File: config.mk
export PLATFORM = sky130hd
export DESIGN_NAME = olist_cell
export DESIGN_NICKNAME = d
export VERILOG_FILES = /design/src/rtl/core/olist_pkg.sv /design/src/rtl/core/olist_cell.sv
export SDC_FILE = /design/constraint.sdc
export NUM_CORES = 1
export LEC_CHECK = 0
export ABC_AREA = 0
export BUFFER_PORTS_ARGS = -buffer_cell sky130_fd_sc_hd__buf_2
export CORE_AREA = 3 3 100 102
export DETAILED_ROUTE_END_ITERATION = 7
export DIE_AREA = 0 0 103 105
export HOLD_SLACK_MARGIN = 0.06
export PLACE_DENSITY_LB_ADDON = 0.15
export SETUP_SLACK_MARGIN = 0.2
export SLEW_MARGIN = 20
export SYNTH_ARGS = -nofsm -noshare
export SYNTH_HDL_FRONTEND = slang
export SYNTH_SLANG_ARGS = --single-unit
File: constraint.sdc
create_clock -name clock -period 5.1 [get_ports clock]
set_clock_uncertainty 0.15 [all_clocks]
set_input_delay 1.02 -clock clock [delete_from_list [all_inputs] [get_ports clock]]
set_output_delay 1.02 -clock clock [all_outputs]
set_load 0.02 [all_outputs]
File: src/rtl/core/olist_pkg.sv
// shared types and constants of the ordered list block
`timescale 1ns / 1ps

package olist_pkg;

   localparam int CMD_W        = 3;
   localparam int POS_W        = 7;
   localparam int VALUE_PORT_W = 32;
   localparam int FOUND_W      = 6;
   localparam int TOTAL_W      = 7;
   localparam int STATUS_W     = 2;

   localparam logic [CMD_W-1:0] CMD_APPEND     = 3'd0;
   localparam logic [CMD_W-1:0] CMD_INSERT     = 3'd1;
   localparam logic [CMD_W-1:0] CMD_REMOVE     = 3'd2;
   localparam logic [CMD_W-1:0] CMD_REMOVE_ALL = 3'd3;
   localparam logic [CMD_W-1:0] CMD_FIND       = 3'd4;
   localparam logic [CMD_W-1:0] CMD_READ       = 3'd5;

   localparam logic [STATUS_W-1:0] ST_OK    = 2'd0;
   localparam logic [STATUS_W-1:0] ST_RANGE = 2'd1;
   localparam logic [STATUS_W-1:0] ST_FULL  = 2'd2;

   typedef enum logic [2:0] {
      OP_HOLD,
      OP_INSERT,
      OP_REMOVE,
      OP_MARK,
      OP_SORT
   } op_type;

   typedef struct packed {
      op_type op;
      logic   parity;
   } ctl_type;

   typedef enum logic [1:0] {
      S_IDLE,
      S_EXEC,
      S_SCAN,
      S_SORT
   } state_type;

endpackage

File: src/rtl/core/olist_cell.sv
// one cell of the list chain: an entry, its hole flag and a stage of the search token
`timescale 1ns / 1ps

module olist_cell
   import olist_pkg::*;
#(
   parameter int  CAPACITY    = 64,
   parameter int  VALUE_WIDTH = 32,
   parameter int  INDEX       = 0,
   localparam int SW          = (VALUE_WIDTH < VALUE_PORT_W) ? VALUE_WIDTH : VALUE_PORT_W,
   localparam int IW          = $clog2(CAPACITY),
   localparam int CW          = $clog2(CAPACITY + 1),
   localparam int CMPW        = (CW > POS_W) ? CW : POS_W
) (
   input  logic                 clock,
   input  logic                 reset,
   input  ctl_type              ctl,
   input  logic [CMPW-1:0]      pos,
   input  logic [CW-1:0]        fill,
   input  logic [SW-1:0]        word,
   input  logic [SW-1:0]        lo_data,
   input  logic                 lo_hole,
   input  logic [SW-1:0]        hi_data,
   input  logic                 hi_hole,
   input  logic                 tok_in_valid,
   input  logic                 tok_in_found,
   input  logic [IW-1:0]        tok_in_idx,
   input  logic [CW-1:0]        tok_in_hits,
   input  logic [SW-1:0]        tok_in_data,
   output logic [SW-1:0]        data,
   output logic                 hole,
   output logic                 tok_valid,
   output logic                 tok_found,
   output logic [IW-1:0]        tok_idx,
   output logic [CW-1:0]        tok_hits,
   output logic [SW-1:0]        tok_data
);

   localparam logic [CMPW-1:0] MY_INDEX = CMPW'(INDEX);
   localparam logic            HAS_LO   = (INDEX > 0);
   localparam logic            HAS_HI   = (INDEX < CAPACITY - 1);
   localparam logic            ODD      = 1'(INDEX % 2);

   logic [SW-1:0] data_ff, data_in;
   logic          hole_ff, hole_in;
   logic          tok_valid_ff, tok_valid_in;
   logic          tok_found_ff, tok_found_in;
   logic [IW-1:0] tok_idx_ff, tok_idx_in;
   logic [CW-1:0] tok_hits_ff, tok_hits_in;
   logic [SW-1:0] tok_data_ff, tok_data_in;

   logic in_use;
   logic hit;
   logic pair_hi;

   assign in_use  = MY_INDEX < CMPW'(fill);
   assign hit     = data_ff == word;
   assign pair_hi = ctl.parity == ODD;

   always_comb begin
      data_in = data_ff;
      hole_in = hole_ff;
      unique case (ctl.op)
         OP_HOLD: begin
         end
         OP_INSERT: begin
            if (MY_INDEX > pos) begin
               data_in = lo_data;
            end else if (MY_INDEX == pos) begin
               data_in = word;
            end
         end
         OP_REMOVE: begin
            if (HAS_HI && (MY_INDEX >= pos)) begin
               data_in = hi_data;
            end
         end
         OP_MARK: begin
            hole_in = !in_use || hit;
         end
         OP_SORT: begin
            // odd-even exchange of a hole with the word above it
            if (pair_hi) begin
               if (HAS_HI && hole_ff && !hi_hole) begin
                  data_in = hi_data;
                  hole_in = hi_hole;
               end
            end else if (HAS_LO && lo_hole && !hole_ff) begin
               data_in = lo_data;
               hole_in = lo_hole;
            end
         end
         default: begin
         end
      endcase
   end

   always_comb begin
      tok_valid_in = tok_in_valid;
      tok_found_in = tok_in_found;
      tok_idx_in   = tok_in_idx;
      tok_hits_in  = tok_in_hits;
      tok_data_in  = tok_in_data;
      if (tok_in_valid) begin
         if (in_use && hit) begin
            tok_hits_in = tok_in_hits + CW'(1);
            if (!tok_in_found) begin
               tok_found_in = 1'b1;
               tok_idx_in   = IW'(INDEX);
            end
         end
         if (MY_INDEX == pos) begin
            tok_data_in = data_ff;
         end
      end
   end

   always_ff @(posedge clock) begin
      data_ff     <= data_in;
      hole_ff     <= hole_in;
      tok_found_ff <= tok_found_in;
      tok_idx_ff  <= tok_idx_in;
      tok_hits_ff <= tok_hits_in;
      tok_data_ff <= tok_data_in;
   end

   always_ff @(posedge clock) begin
      if (reset) begin
         tok_valid_ff <= 1'b0;
      end else begin
         tok_valid_ff <= tok_valid_in;
      end
   end

   assign data      = data_ff;
   assign hole      = hole_ff;
   assign tok_valid = tok_valid_ff;
   assign tok_found = tok_found_ff;
   assign tok_idx   = tok_idx_ff;
   assign tok_hits  = tok_hits_ff;
   assign tok_data  = tok_data_ff;

endmodule

# Yosys cells after proc, flatten, opt, wreduce, memory -nomap -nowiden
# Cells that the tools add are included.
# word_totals
regBits	80
in_bits	165
word_cells	48
output_inout_bits	80
# classes
eq_ne	9
order_cmp	3
n_mux	18
reduce_logical	10
n_addsub	1
# op_table
operator	count
two-way mux 32 bit	7
case mux 32 bit (3 select lines)	1
equality test 32 bit	1
two-way mux 6 bit	3
two-way mux 7 bit	2
adder 7 x 1 -> 7 bit, second input constant	1
>= comparator 1 x 7 -> 1 bit, first input constant	1
greater-than comparator 1 x 7 -> 1 bit, first input constant	1
logical NOT 7 bit	1
< comparator 1 x 7 -> 1 bit, first input constant	1
equality test 3 x 2 -> 1 bit, second input constant	2
inequality test 2 bit, second input constant	3
AND reduction 5 bit	1
two-way mux 1 bit	4
equality test 3 x 1 -> 1 bit, second input constant	1
equality test 3 bit, second input constant	1
inequality test 3 bit, second input constant	1
AND reduction 3 bit	1
nonzero test 3 bit	1
logical AND 1 bit	2
logical NOT 1 bit	2
case mux 1 bit (2 select lines)	1
nonzero test 2 bit	1
logical OR 1 bit	1

# Depth between registers and ports, before layout
# logic_depth
depth_word	5
depth_mapped	6
mapped_depth_nobuf	5

# Worst setup path before layout
# No wires, ideal clock.
# synth_timing
path_type	input port to flip-flop
startpoint	in pos[2]
endpoint	reg data_ff[0], in the netlist data[0] (enable)
setup_ps	466
cell_stages	4
arrival_ps	4254
setup_slack_ps	230
path_buffers	0
required_time_ps	4484
path_cell_list	or4_1 nor4_1 a31oi_1 o21ai_0
# synth_via
elab_chain_len	3
word_cells_on_any_way	6
classes_between	order compare: 2; eq/ne: 2; reduce/logical: 2
# synth_lines
element	line	text
from (decl)	olist_cell.sv:18	input logic [CMPW-1:0] pos,
greater-than comparator 1 x 7 -> 1 bit, or another cell as far along	olist_cell.sv:67	if (MY_INDEX > pos) begin
inequality test 3 bit (no source line) / inequality test 2 bit (equally long branches)	n/a	
AND reduction 5 bit (no source line) *	n/a	
to (signal assigned)	olist_cell.sv:119	data_ff <= data_in;
to (decl)	olist_cell.sv:44	logic [SW-1:0] data_ff, data_in;
# Every way passes the cells marked *; elsewhere a longest branch is shown, timed or not.
# A chain may end at the register's enable or synchronous reset.

# Final worst setup path
# layout_timing
startpoint	in pos[2]
endpoint	reg data_ff[26], in the netlist data[26] (enable)
# Same word-level chain as after synthesis.

==> results.txt <==
----------------------------------------------------
[Yosys]
  Post-Synthesis Mean Instance Area ... 13.6 µm²
  Total number of yosys warnings ... 0
  Post-Synthesis Net Count ... 414
  Cells after synthesis ... 248
  Proportion of synthesized chip area in sequential cells ... 57.3%
  Largest area contributor in the netlist ... sky130_fd_sc_hd__edfxtp_1
  Simple logic cell fraction of the synthesized area ... 7.35%
  Combinational family with the most area after synthesis ... multiplexers
  Count of different cell masters after synthesis ... 27
  Number of synthesized register bits ... 80
  Share of the synthesized area in the top cell type ... 29.4%
  Summed instance area of the synthesized netlist ... 3370 µm²
  Top cells by area, synth ... sky130_fd_sc_hd__edfxtp_1 29%, sky130_fd_sc_hd__dfxtp_1 28%, sky130_fd_sc_hd__mux2_2 21%
  Synthesized-area fraction occupied by adder cells ... 0.371%
  Xor/xnor share of the synthesized area ... 10.1%
  Portion of netlist area occupied by mux cells ... 21.8%
  Synthesized-area fraction occupied by ao, oa, aoi and oai cells ... 1.86%

[Timing]
  Relative max-transition margin ... 34.8%
  Max-slew violation total from the final report ... 0
  Setup repair after global routing missed its margin ... no
  Slew of the pin with the lowest slew margin ... 976 ps
  Post-route fraction of the period consumed by the critical path ... 65.1%
  Final Setup Violations ... 0
  Minimum period implied by the final worst setup slack ... 3320 ps
  Achievable frequency ... 0.301 GHz
  Total negative slack for setup checks ... 0 ps
  Number of hold-slack violations in the final timing report ... 0

[Min path]
  Worst hold path type ... reg2reg
  End point of the worst hold path ... tok_data[6]
  Worst hold path cell count ... 1
  Hold Path Origin ... data[6]

[Setup path]
  End of the worst register-to-register path ... tok_hits[1]
  FF-to-FF setup slack ... 2330 ps
  Worst setup startpoint ... pos[2]
  Cells traversed along the worst timing path ... buf_2, or4_1, nor4_1, a31oi_1, o21ai_4, buf_4
  WP data arrival ... 3230 ps
  Cell depth of the worst flop-to-flop path ... 5
  Startpoint type of the worst setup path ... input port
  Endpoint kind of the worst setup timing path ... register
  Crit Path Category ... in2reg
  Biggest fanout along the worst timing path ... 25
  Startpoint of the most critical register-to-register path ... data[1]
  Cell type of the slowest stage on the worst timing path ... sky130_fd_sc_hd__o21ai_4
  Slowest cell delay on critical path ... 700 ps
  CP required ... 5010 ps

[Clock network]
  TritonCTS clock tree ... built
  Clock latency of the later-clocked register in the worst-skew pair ... 350 ps
  Total of hold buffers inserted after clock tree synthesis ... 0
  Number of clock sinks seen by CTS ... 80
  Bufs on Longest Clock Path ... 2
  Quantity of gates resized following cts ... 0
  CTS Buf Count ... 9
  Buffers inserted during post-CTS setup optimization ... 0
  Clock slew at the register clock pins of the worst setup and hold paths ... 80 ps
  # H-tree levels ... 3
  Root cell of the clock tree ... sky130_fd_sc_hd__clkbuf_8

[Routing]
  Overall routed net length ... 8920 µm
  Via count ... 2706
  Starting DRT DRC Count ... 40
  Iteration count of the initial detailed-routing pass ... 4
  Post-route DRC violation count ... 0
  Number of antenna-violating nets in the routed design ... 0
  Routed length per instance ... 15.4 µm
  Vias per inst ... 4.66

[Global route]
  Final global-route overflow total ... 0
  First-pass GRT wire length ... 13400 µm
  Number of antenna violations at the first check in global routing ... 0
  Via count of the first global-routing pass ... 2724
  Pin count of the biggest net entering global routing ... 33
  Global routing usage summed across all routing layers ... 16.2%

[Floorplanning]
  Vert. Die Dim ... 105 µm
  Io pins ... 245
  Area of the core ... 9200 µm²
  Row count ... 35
  Starting utilization of the core area ... 36.7%
  Horizontal die dimension ... 103 µm
  Die footprint ... 10800 µm²

[Placed design]
  GPL Wtd Cong ... 0.732
  Placed cell count ... 565
  DP HPWL ... 7100 µm
  Port-buffer cells ... 211

[Cells and area]
  Number of diodes added for antenna fixing ... 0
  Final Non-Filler Cells ... 581
  Commonest cells after routing, fill and taps aside ... 211 x sky130_fd_sc_hd__buf_2, 63 x sky130_fd_sc_hd__mux2_2, 47 x sky130_fd_sc_hd__dfxtp_1, 37 x sky130_fd_sc_hd__xor2_1, 33 x sky130_fd_sc_hd__edfxtp_1
  Reg area ... 1930 µm²
  Area added between synthesis and finish ... 40.7%
  Layout fillers ... 815
  Number of nets in the finished design ... 631
  Area of combinational cells with multiple inputs ... 1420 µm²
  Leading cell type in the layout, fill and taps excluded ... sky130_fd_sc_hd__buf_2
  Layout cell share with drive strength beyond 1 ... 62.6%

[Power and ir drop]
  Worst voltage drop across the vdd grid ... 123 µV
  P_leak ... 0.00214 µW
  Power Density ... 274 nW/µm²

[Job]
  Reported max-cap violation count ... 0

[Status]
  Result of the run ... completed

----------------------------------------------------
==> synthesized netlist by cell type <==
cell type / instances
sky130_fd_sc_hd__dfxtp_1: 47
sky130_fd_sc_hd__nand4_1: 3
sky130_fd_sc_hd__a31oi_1: 2
sky130_fd_sc_hd__xnor2_1: 2
sky130_fd_sc_hd__inv_1: 2
sky130_fd_sc_hd__mux2_2: 63
sky130_fd_sc_hd__and2_1: 1
sky130_fd_sc_hd__mux2_1: 1
sky130_fd_sc_hd__nor3_1: 2
sky130_fd_sc_hd__o21a_1: 6
sky130_fd_sc_hd__mux2_4: 1
sky130_fd_sc_hd__nand4b_1: 1
sky130_fd_sc_hd__xor2_1: 37
sky130_fd_sc_hd__nor2b_1: 1
sky130_fd_sc_hd__nand2_1: 10
sky130_fd_sc_hd__or3_1: 1
sky130_fd_sc_hd__and3_1: 1
sky130_fd_sc_hd__o21ai_0: 1
sky130_fd_sc_hd__nor4_1: 16
sky130_fd_sc_hd__ha_1: 1
sky130_fd_sc_hd__buf_2: 4
sky130_fd_sc_hd__clkbuf_1: 3
sky130_fd_sc_hd__nand3_1: 3
sky130_fd_sc_hd__nor2_1: 3
sky130_fd_sc_hd__edfxtp_1: 33
sky130_fd_sc_hd__nand2b_1: 1
sky130_fd_sc_hd__or4_1: 2
==> power by group <==
| part | switching [µW] | total (µW) | internal (µW) | leakage, µW |
|---|---|---|---|---|
| sequential | 5.64 | 696 | 691 | 0.000694 |
| combinational | 86.6 | 181 | 94.2 | 0.00136 |
| clock | 234 | 422 | 189 | 0.0000813 |
==> through the flow <==
step	hold slack [ps]	utilization (%)	setup WS, ps	area, µm²	power [µW]
detailed placement	383	49.7	1310	4570	894
global placement	381	49.7	1350	4570	890
global route	442	51.6	1590	4740	1360
finish	404	51.6	1780	4740	1300
floorplan	502	-	230	3370	804
CTS	414	51.6	1700	4740	1320
==> worst max-delay path by stage <==
| stage | to | slack [ps] |
|---|---|---|
| 3_5_place_dp | data[28] | 1310 |
| 3_3_place_gp | data[23] | 1350 |
| 5_1_grt | data[20] | 1590 |
| 2_1_floorplan | data[0] | 230 |
| 6_report | data[26] | 1780 |
| 4_1_cts | data[13] | 1700 |
==> registers in the layout, indices dropped and copies added, names as in the netlist <==
name and flops:
hole 1, tok_hits 7, tok_valid 1, tok_data 32
tok_idx 6, data 32, tok_found 1
==> area by class of cell <==
class	count	share of cell area, %
clock buffers	11	2.98
multi-input cells	159	29.9
clock inverters	5	0.686
flip-flops and latches	80	40.7
repair buffers	213	22.6
well taps	111	2.93
inverters	2	0.158
==> logic make-up after synthesis <==
group	Yosys count
compound gates	9
mux	65
simple gates	45
buf+inv	9
fa+ha+maj	1
flops	80
xor+xnor	39
==> layer usage <==
layer	GRT usage, %	up-vias	wire length, µm
met2	27.5	118	4470
li1	-	1346	-
met1	19.0	1226	3610
met4	5.92	0	189
met3	4.94	16	650
met5	0	-	0
==> worst max-delay path: cells and delay by family <==
| family | cells | cell delay, ps |
|---|---|---|
| buffers and inverters | 2 | 400 |
| AO/OA/AOI/OAI | 2 | 900 |
| AND/OR/NAND/NOR | 2 | 900 |
Power figures use the tool's default switching activity.
