## config.mk

```make
export PLATFORM = sky130hd
export DESIGN_NAME = olist_ctrl
export DESIGN_NICKNAME = d
export VERILOG_FILES = /design/src/rtl/core/olist_pkg.sv /design/src/rtl/core/olist_ctrl.sv
export SDC_FILE = /design/constraint.sdc
export NUM_CORES = 1
export LEC_CHECK = 0
export CAP_MARGIN = 20
export CORE_MARGIN = 8
export CORE_UTILIZATION = 48
export DETAILED_ROUTE_END_ITERATION = 10
export DONT_BUFFER_PORTS = 1
export SETUP_SLACK_MARGIN = 0.05
export SKIP_CTS_REPAIR_TIMING = 1
export SLEW_MARGIN = 20
export SYNTH_ARGS = -nofsm -noshare
export SYNTH_HDL_FRONTEND = slang
export SYNTH_SLANG_ARGS = --single-unit
```

## constraint.sdc

```tcl
create_clock -name clock -period 4.4 [get_ports clock]
set_clock_uncertainty 0.2 [all_clocks]
set_input_delay 0.22 -clock clock [delete_from_list [all_inputs] [get_ports clock]]
set_output_delay 0.22 -clock clock [all_outputs]
set_load 0.005 [all_outputs]
```

## src/rtl/core/olist_pkg.sv

```systemverilog
// shared types and constants of the ordered list block
`timescale 1ns / 1ps

package olist_pkg;

   localparam int CMD_W        = 3;
   localparam int POS_W        = 7;
   localparam int VALUE_PORT_W = 32;
   localparam int FOUND_W      = 6;
   localparam int TOTAL_W      = 7;
   localparam int STATUS_W     = 2;

   localparam logic [CMD_W-1:0] CMD_APPEND     = 3'd0;
   localparam logic [CMD_W-1:0] CMD_INSERT     = 3'd1;
   localparam logic [CMD_W-1:0] CMD_REMOVE     = 3'd2;
   localparam logic [CMD_W-1:0] CMD_REMOVE_ALL = 3'd3;
   localparam logic [CMD_W-1:0] CMD_FIND       = 3'd4;
   localparam logic [CMD_W-1:0] CMD_READ       = 3'd5;

   localparam logic [STATUS_W-1:0] ST_OK    = 2'd0;
   localparam logic [STATUS_W-1:0] ST_RANGE = 2'd1;
   localparam logic [STATUS_W-1:0] ST_FULL  = 2'd2;

   typedef enum logic [2:0] {
      OP_HOLD,
      OP_INSERT,
      OP_REMOVE,
      OP_MARK,
      OP_SORT
   } op_type;

   typedef struct packed {
      op_type op;
      logic   parity;
   } ctl_type;

   typedef enum logic [1:0] {
      S_IDLE,
      S_EXEC,
      S_SCAN,
      S_SORT
   } state_type;

endpackage

```

## src/rtl/core/olist_ctrl.sv

```systemverilog
// command sequencer of the list: range checks, count, cell broadcast and result register
`timescale 1ns / 1ps

module olist_ctrl
   import olist_pkg::*;
#(
   parameter int  CAPACITY    = 64,
   parameter int  VALUE_WIDTH = 32,
   localparam int SW          = (VALUE_WIDTH < VALUE_PORT_W) ? VALUE_WIDTH : VALUE_PORT_W,
   localparam int IW          = $clog2(CAPACITY),
   localparam int CW          = $clog2(CAPACITY + 1),
   localparam int CMPW        = (CW > POS_W) ? CW : POS_W
) (
   input  logic                    clock,
   input  logic                    reset,
   input  logic                    start,
   output logic                    busy,
   input  logic [CMD_W-1:0]        req_cmd,
   input  logic [POS_W-1:0]        req_position,
   input  logic [VALUE_PORT_W-1:0] req_value,
   output logic                    rsp_valid,
   output logic [VALUE_PORT_W-1:0] rsp_read_value,
   output logic [FOUND_W-1:0]      rsp_found_index,
   output logic                    rsp_found,
   output logic [TOTAL_W-1:0]      rsp_entry_total,
   output logic [STATUS_W-1:0]     rsp_status,
   output ctl_type                 cell_ctl,
   output logic [CMPW-1:0]         cell_pos,
   output logic [CW-1:0]           cell_fill,
   output logic [SW-1:0]           cell_word,
   output logic                    tok_launch,
   input  logic                    last_tok_valid,
   input  logic                    last_tok_found,
   input  logic [IW-1:0]           last_tok_idx,
   input  logic [CW-1:0]           last_tok_hits,
   input  logic [SW-1:0]           last_tok_data
);

   state_type             state_ff, state_in;
   logic [CMD_W-1:0]      cmd_ff, cmd_in;
   logic [POS_W-1:0]      pos_ff, pos_in;
   logic [SW-1:0]         word_ff, word_in;
   logic [CW-1:0]         fill_ff, fill_in;
   logic [IW-1:0]         cnt_ff, cnt_in;

   logic                    rsp_valid_ff, rsp_valid_in;
   logic [VALUE_PORT_W-1:0] rsp_read_value_ff, rsp_read_value_in;
   logic [FOUND_W-1:0]      rsp_found_index_ff, rsp_found_index_in;
   logic                    rsp_found_ff, rsp_found_in;
   logic [TOTAL_W-1:0]      rsp_entry_total_ff, rsp_entry_total_in;
   logic [STATUS_W-1:0]     rsp_status_ff, rsp_status_in;

   logic [CMPW-1:0] pos_ext;
   logic [CMPW-1:0] fill_ext;
   logic            full;

   assign pos_ext  = CMPW'(pos_ff);
   assign fill_ext = CMPW'(fill_ff);
   assign full     = fill_ff == CW'(CAPACITY);
   assign busy     = state_ff != S_IDLE;

   always_comb begin
      state_in           = state_ff;
      cmd_in             = cmd_ff;
      pos_in             = pos_ff;
      word_in            = word_ff;
      fill_in            = fill_ff;
      cnt_in             = cnt_ff;
      rsp_valid_in       = 1'b0;
      rsp_read_value_in  = '0;
      rsp_found_index_in = '0;
      rsp_found_in       = 1'b0;
      rsp_status_in      = ST_OK;
      cell_ctl.op        = OP_HOLD;
      cell_ctl.parity    = cnt_ff[0];
      tok_launch         = 1'b0;
      unique case (state_ff)
         S_IDLE: begin
            if (start) begin
               cmd_in   = req_cmd;
               pos_in   = req_position;
               word_in  = SW'(req_value);
               state_in = S_EXEC;
            end
         end
         S_EXEC: begin
            state_in     = S_IDLE;
            rsp_valid_in = 1'b1;
            unique case (cmd_ff)
               CMD_APPEND: begin
                  if (full) begin
                     rsp_status_in = ST_FULL;
                  end else begin
                     cell_ctl.op = OP_INSERT;
                     fill_in     = fill_ff + CW'(1);
                  end
               end
               CMD_INSERT: begin
                  if (pos_ext > fill_ext) begin
                     rsp_status_in = ST_RANGE;
                  end else if (full) begin
                     rsp_status_in = ST_FULL;
                  end else begin
                     cell_ctl.op = OP_INSERT;
                     fill_in     = fill_ff + CW'(1);
                  end
               end
               CMD_REMOVE: begin
                  if (pos_ext >= fill_ext) begin
                     rsp_status_in = ST_RANGE;
                  end else begin
                     cell_ctl.op = OP_REMOVE;
                     fill_in     = fill_ff - CW'(1);
                  end
               end
               CMD_REMOVE_ALL, CMD_FIND: begin
                  tok_launch   = 1'b1;
                  rsp_valid_in = 1'b0;
                  state_in     = S_SCAN;
               end
               CMD_READ: begin
                  if (pos_ext >= fill_ext) begin
                     rsp_status_in = ST_RANGE;
                  end else begin
                     tok_launch   = 1'b1;
                     rsp_valid_in = 1'b0;
                     state_in     = S_SCAN;
                  end
               end
               default: begin
               end
            endcase
         end
         S_SCAN: begin
            if (last_tok_valid) begin
               priority if (cmd_ff == CMD_REMOVE_ALL) begin
                  cell_ctl.op = OP_MARK;
                  fill_in     = fill_ff - last_tok_hits;
                  cnt_in      = '0;
                  state_in    = S_SORT;
               end else if (cmd_ff == CMD_FIND) begin
                  rsp_valid_in       = 1'b1;
                  rsp_found_in       = last_tok_found;
                  rsp_found_index_in = last_tok_found ? FOUND_W'(last_tok_idx) : '0;
                  state_in           = S_IDLE;
               end else begin
                  rsp_valid_in      = 1'b1;
                  rsp_read_value_in = VALUE_PORT_W'(last_tok_data);
                  state_in          = S_IDLE;
               end
            end
         end
         S_SORT: begin
            cell_ctl.op = OP_SORT;
            cnt_in      = cnt_ff + IW'(1);
            if (cnt_ff == IW'(CAPACITY - 1)) begin
               rsp_valid_in = 1'b1;
               state_in     = S_IDLE;
            end
         end
         default: begin
            state_in = S_IDLE;
         end
      endcase
      rsp_entry_total_in = TOTAL_W'(fill_in);
   end

   assign cell_pos  = (cmd_ff == CMD_APPEND) ? fill_ext : pos_ext;
   assign cell_fill = fill_ff;
   assign cell_word = word_ff;

   always_ff @(posedge clock) begin
      if (reset) begin
         state_ff     <= S_IDLE;
         fill_ff      <= '0;
         rsp_valid_ff <= 1'b0;
      end else begin
         state_ff     <= state_in;
         fill_ff      <= fill_in;
         rsp_valid_ff <= rsp_valid_in;
      end
   end

   always_ff @(posedge clock) begin
      cmd_ff             <= cmd_in;
      pos_ff             <= pos_in;
      word_ff            <= word_in;
      cnt_ff             <= cnt_in;
      rsp_read_value_ff  <= rsp_read_value_in;
      rsp_found_index_ff <= rsp_found_index_in;
      rsp_found_ff       <= rsp_found_in;
      rsp_entry_total_ff <= rsp_entry_total_in;
      rsp_status_ff      <= rsp_status_in;
   end

   assign rsp_valid       = rsp_valid_ff;
   assign rsp_read_value  = rsp_read_value_ff;
   assign rsp_found_index = rsp_found_index_ff;
   assign rsp_found       = rsp_found_ff;
   assign rsp_entry_total = rsp_entry_total_ff;
   assign rsp_status      = rsp_status_ff;

`ifndef SYNTHESIS
   a_fill_bound: assert property (@(posedge clock) disable iff (reset)
      fill_ff <= CW'(CAPACITY))
      else $error("entry count above capacity");

   a_accept_exec: assert property (@(posedge clock) disable iff (reset)
      (start && !busy) |=> (state_ff == S_EXEC))
      else $error("accepted word not executed");

   a_rsp_after_busy: assert property (@(posedge clock) disable iff (reset)
      rsp_valid |-> ($past(busy) && !busy))
      else $error("result strobe outside command end");

   a_token_in_scan: assert property (@(posedge clock) disable iff (reset)
      last_tok_valid |-> (state_ff == S_SCAN))
      else $error("search token left chain outside scan");

   a_no_launch_twice: assert property (@(posedge clock) disable iff (reset)
      tok_launch |=> !tok_launch)
      else $error("token launched on consecutive cycles");
`endif

endmodule

```

# --- After elaboration in Yosys (flattened, before gate mapping) ---
# Index checks and enable logic that the tools add are counted.
totals:
  in_bits: 92
  ff_bits: 106
classes:
  n_eq_ne: 14
  n_addsub: 4
  magnitude_cmp: 2
  reduce_logical: 12
  bitwise: 4
  muxes: 38
ops:
  columns: ["cell", "count"]
  rows:
  - ["2-to-1 mux 7 bit", 6]
  - ["case mux 7 bit (3 select lines)", 1]
  - ["2-to-1 mux 2 bit", 10]
  - ["case mux 3 bit (3 select lines)", 2]
  - ["case mux 7 bit (2 select lines)", 1]
  - ["2-to-1 mux 6 bit", 2]
  - ["case mux 6 bit (2 select lines)", 1]
  - ["2-to-1 mux 1 bit", 8]
  - ["!= test 2 bit (second input constant)", 4]
  - ["case mux 2 bit (4 select lines)", 1]
  - ["OR reduction 4 bit", 2]
  - ["adder 7 x 1 -> 7 bit (second input constant)", 1]
  - ["equality test 7 bit (second input constant)", 1]
  - [">= comparator 7 bit", 1]
  - ["> comparator 7 bit", 1]
  - ["subtractor 7 x 1 -> 7 bit (second input constant)", 1]
  - ["subtractor 7 bit", 1]
  - ["adder 6 x 1 -> 6 bit (second input constant)", 1]
  - ["equality test 3 x 2 -> 1 bit (second input constant)", 2]
  - ["equality test 3 bit (second input constant)", 2]
  - ["equality test 6 bit (second input constant)", 1]
  - ["case mux 2 bit (3 select lines)", 1]
  - ["AND reduction 3 bit", 2]
  - ["OR reduction 5 bit", 1]
  - ["13 further kinds", 20]

# --- Logic depth before layout (Yosys ltp) ---
logic_depth:
  depth_word: 5
  depth_mapped: 12
  depth_no_buf: 11

# --- Worst setup path before layout ---
# Ideal clock, no wire load.
synth_path:
  kind: "register to register"
  from: "reg fill_ff[4], in the netlist cell_fill[4]"
  to: "reg fill_ff[2], in the netlist cell_fill[2]"
  path_stages_with_launch: 12
  setup_time_ps: 132
  arrival_time_ps: 2366
  t_required_ps: 4068
  period_less_slack_ps: 2698
  n_path_buf: 2
  path_slack_ps: 1702
  path_cell_list: "dfxtp_1 > clkbuf_1 > inv_1 > ha_1 > a211oi_1 > o21bai_1 > o221ai_2 > buf_2 > a21oi_1 > o21bai_1 > a221oi_1 > nor3_1"
synth_between:
  elab_chain_cells: 5
  elab_cells_between_ends: 8
  cone_classes: "2 x order compare; 1 x eq/ne; 5 x mux"
synth_rtl:
  columns: ["element", "line_no", "text"]
  rows:
  - ["start: declaration", "olist_ctrl.sv:43", "logic [CW-1:0] fill_ff, fill_in;"]
  - ["start signal: assignment", "olist_ctrl.sv:179", "fill_ff <= fill_in;"]
  - ["parallel branches: the longest is 3 deep, another holds >= comparator 7 bit", null, null]
  - ["case mux 7 bit (3 select lines) *", "olist_ctrl.sv:89", "unique case (cmd_ff)"]
  - ["case mux 7 bit (2 select lines) *", "olist_ctrl.sv:77", "unique case (state_ff)"]
# Every way passes the cells marked *.
# A chain may end at the register's enable or synchronous reset.

==> flow_metrics.env <==
export IMPL_status="complete, but fails checks"
export IMPL_violations="negative hold slack"
export IMPL_worst_pin_slew_ns=0.930
export IMPL_drtPass1Iterations=5
export IMPL_finalHoldViolCount=1
export IMPL_gp_congestion=0.921
export IMPL_crit_top_cell="a21oi_1"
export IMPL_ant_nets=0
export IMPL_place_worst_setup_slack_ns=1.36
export IMPL_drv_slew=0
export IMPL_fin_nets=609
export IMPL_synth_yosys_seq_area_share=0.570
export IMPL_root_buffer="clkbuf_8"
export IMPL_critPathCaptureType="primary output"
export IMPL_dieHeight_um=114
export IMPL_synth_edf_count=48
export IMPL_grt_usage=0.189
export IMPL_fin_tns_setup_ns=0
export IMPL_synthSimpleGateAreaFrac=0.178
export IMPL_worstPathCellList="inv_1, ha_1, nand3b_1, a21oi_1, o221ai_2, nand4_1, a21oi_1"
export IMPL_slew_headroom=0.380
export IMPL_clkTransAtPathRegs_ns=0.11
export IMPL_cp_slowest_cell="dfxtp_1"
export IMPL_holdPathEnd="state_ff[1]"
export IMPL_synth_compound_area_frac=0.114
export IMPL_ys_seq_elements=106
export IMPL_vdd_drop_max_uv=218
export IMPL_clock_sinks=106
export IMPL_area_growth_pct=25.9
export IMPL_async_reset_ff_frac=0
export IMPL_rsz0062_at_grt="no"
export IMPL_r2r_setup_slack_ns=1.32
export IMPL_synth_top_family_by_area="simple AND/OR/NAND/NOR gates"
export IMPL_r2r_cells=9
export IMPL_grt_pass1_wl_um=18700
export IMPL_dr_total_vias=3517
export IMPL_hold_depth=2
export IMPL_synth_ff_type="dfxtp_1"
export IMPL_drive_above_1_share=0.0743
export IMPL_cpPeakStageDelay_ns=0.64
export IMPL_maxCapViolCount=0
export IMPL_fill_cells=747
export IMPL_required_ns=3.98
export IMPL_r2r_start="cell_fill[1]"
export IMPL_yosysWarnings=0
export IMPL_synthDistinctLibCells=57
export IMPL_placement_io_buffers=0
export IMPL_cts_tree="yes"
export IMPL_synth_mux_area_frac=0.0192
export IMPL_drc=0
export IMPL_critPathKind="register to primary output"
export IMPL_timing_rr_end="cell_fill[3]"
export IMPL_stdcell_count=627
export IMPL_viasPerCell=5.61
export IMPL_setup_ws_ns=1.04
export IMPL_antenna_found_initial=0
export IMPL_avgRoutedWirePerCell_um=21.7
export IMPL_design_area_mm2=0.00575
export IMPL_path_max_fanout=14
export IMPL_synth_fp_nets=528
export IMPL_die_w_um=114
export IMPL_coreArea_mm2=0.00924
export IMPL_htreeDepth=3
export IMPL_row_count=35
export IMPL_max_freq_mhz=298
export IMPL_period_minus_slack_ns=3.36
export IMPL_synth_cells=412
export IMPL_synth_fa_ha_area_frac=0.0674
export IMPL_crit_arrival_ns=2.94
export IMPL_power_density_mw_per_mm2=357
export IMPL_hpwl_um=9700
export IMPL_cts_buffers=9
export IMPL_clk_latency_ns=0.36
export IMPL_whs_ns=-0.0136
export IMPL_syn_area_mm2=0.00457
export IMPL_clock_path_buffers=2
export IMPL_start_util=0.494
export IMPL_p_leak_nw=2.17
export IMPL_die_area_mm2=0.0129
export IMPL_fin_crit_sh=0.763
export IMPL_drtIter0Drc=169
export IMPL_antennaDiodeCount=0
export IMPL_dp_cells=528
export IMPL_synth_xor_xnor_area_share=0.0173
export IMPL_grt_overflow=0
export IMPL_synth_area_per_cell_um2=11.1
export IMPL_grt_pass1_vias=3341
export IMPL_placed_area_mm2=0.00470
export IMPL_hold_path_startpoint="reset"
export IMPL_hold_class="input pin to register"
export IMPL_routed_wl_um=13600
export IMPL_num_io_pins=193
export IMPL_setup_violations=0
export IMPL_worstSetupStartpointType="register"
export IMPL_grt_max_degree=43
layout by cell type, fill, tap and decap left out, types with 2 or more instances in the layout:
cell           instances
dlygate4sd3_1         83
dfxtp_1               58
edfxtp_1              48
and2_1                41
nor2_1                25
inv_1                 23
ha_1                  23
nand2_1               21
a21oi_1               19
nand3_1               14
o21ai_0               13
nand4_1               10
clkbuf_8               9
nor3_1                 8
xnor2_1                8
mux2_2                 6
o211ai_1               5
nor3b_1                5
nand2b_1               4
a211oi_1               4
or3_1                  4
buf_4                  4
and3_1                 3
a31o_2                 3
nor4_1                 3
a31oi_1                3
nor2b_1                3
inv_8                  3
o21bai_1               2
o31ai_1                2
a211o_1                2
mux2i_1                2
a21o_1                 2
o221ai_1               2
o21a_1                 2
a311oi_1               2
o22ai_1                2
o21ai_1                2
power breakdown:
part	switching (W)	internal, W	total, W
clock network	0.000376	0.000283	0.000660
registers	0.0000357	0.00108	0.00112
logic	0.000154	0.000124	0.000278
per-stage QoR:
stage / power (W) / util
after floorplan: 0.00129 / -
after global placement: 0.00135 / 0.508
after detailed placement: 0.00135 / 0.508
after CTS: 0.00200 / 0.532
after global routing: 0.00214 / 0.622
final: 0.00205 / 0.622
worst max path at each step:
stage | start | endpoint
2_1_floorplan | cell_fill[4] | cell_fill[2]
3_3_place_gp | cell_fill[1] | rsp_entry_total[2]
3_5_place_dp | cell_fill[6] | rsp_entry_total[1]
4_1_cts | cell_fill[1] | cell_ctl[1]
5_1_grt | cell_fill[1] | cell_ctl[1]
6_report | cell_fill[1] | cell_ctl[1]
final cells by class:
cell class	count	area (µm²)	share of cell area
Sequential cell	106	2600	0.453
Multi-Input combinational cell	266	1820	0.316
Timing Repair Buffer	87	861	0.150
Tap cell	129	161	0.0281
Clock buffer	9	124	0.0215
Clock inverter	7	97.6	0.0170
Inverter	23	86.3	0.0150
synth_stat cells, drive strengths merged, types with 10 or more instances:
cell     n  area, µm²
ha      23        288
nor2    26        100
inv     23       86.3
nand3   14       70.1
edfxtp  48       1440
nand2   21       78.8
and2    42        263
nand4   10       62.6
dfxtp   58       1160
o21ai   15       75.1
a21oi   20        104
clkbuf  11       41.3
layer usage:
layer / up-vias / track usage / wire length (µm)
met5: - / 0 / 0
met4: 0 / 0.0755 / 227
met3: 22 / 0.0877 / 1350
met2: 177 / 0.327 / 7110
met1: 1682 / 0.195 / 4950
li1: 1636 / - / -
cells by family (layout without fill, tap and decap cells):
kind of cell / count (synthesis) / in the layout
flops: 106 / 106
mux: 8 / 8
simple gates: 149 / 149
compound gates: 76 / 76
xor+xnor: 9 / 9
buf+inv: 40 / 126
fa+ha+maj: 24 / 24
critical path, delay by kind of cell, from the launching register on:
kind,cells,cell delay [ns]
fa+ha+maj,1,0.37
buf+inv,1,0.21
flops,1,0.64
compound gates,3,0.92
simple gates,2,0.44
flip-flops by register name, indices dropped and copies added (netlist names):
register         cells
cell_word           32
rsp_read_value      32
cell_fill            7
pos_ext              7
rsp_entry_total      7
cnt_ff               6
rsp_found_index      6
cmd_ff               3
rsp_status           2
state_ff             2
rsp_found            1
rsp_valid            1
Note: power is estimated with default switching activity, not from simulation.
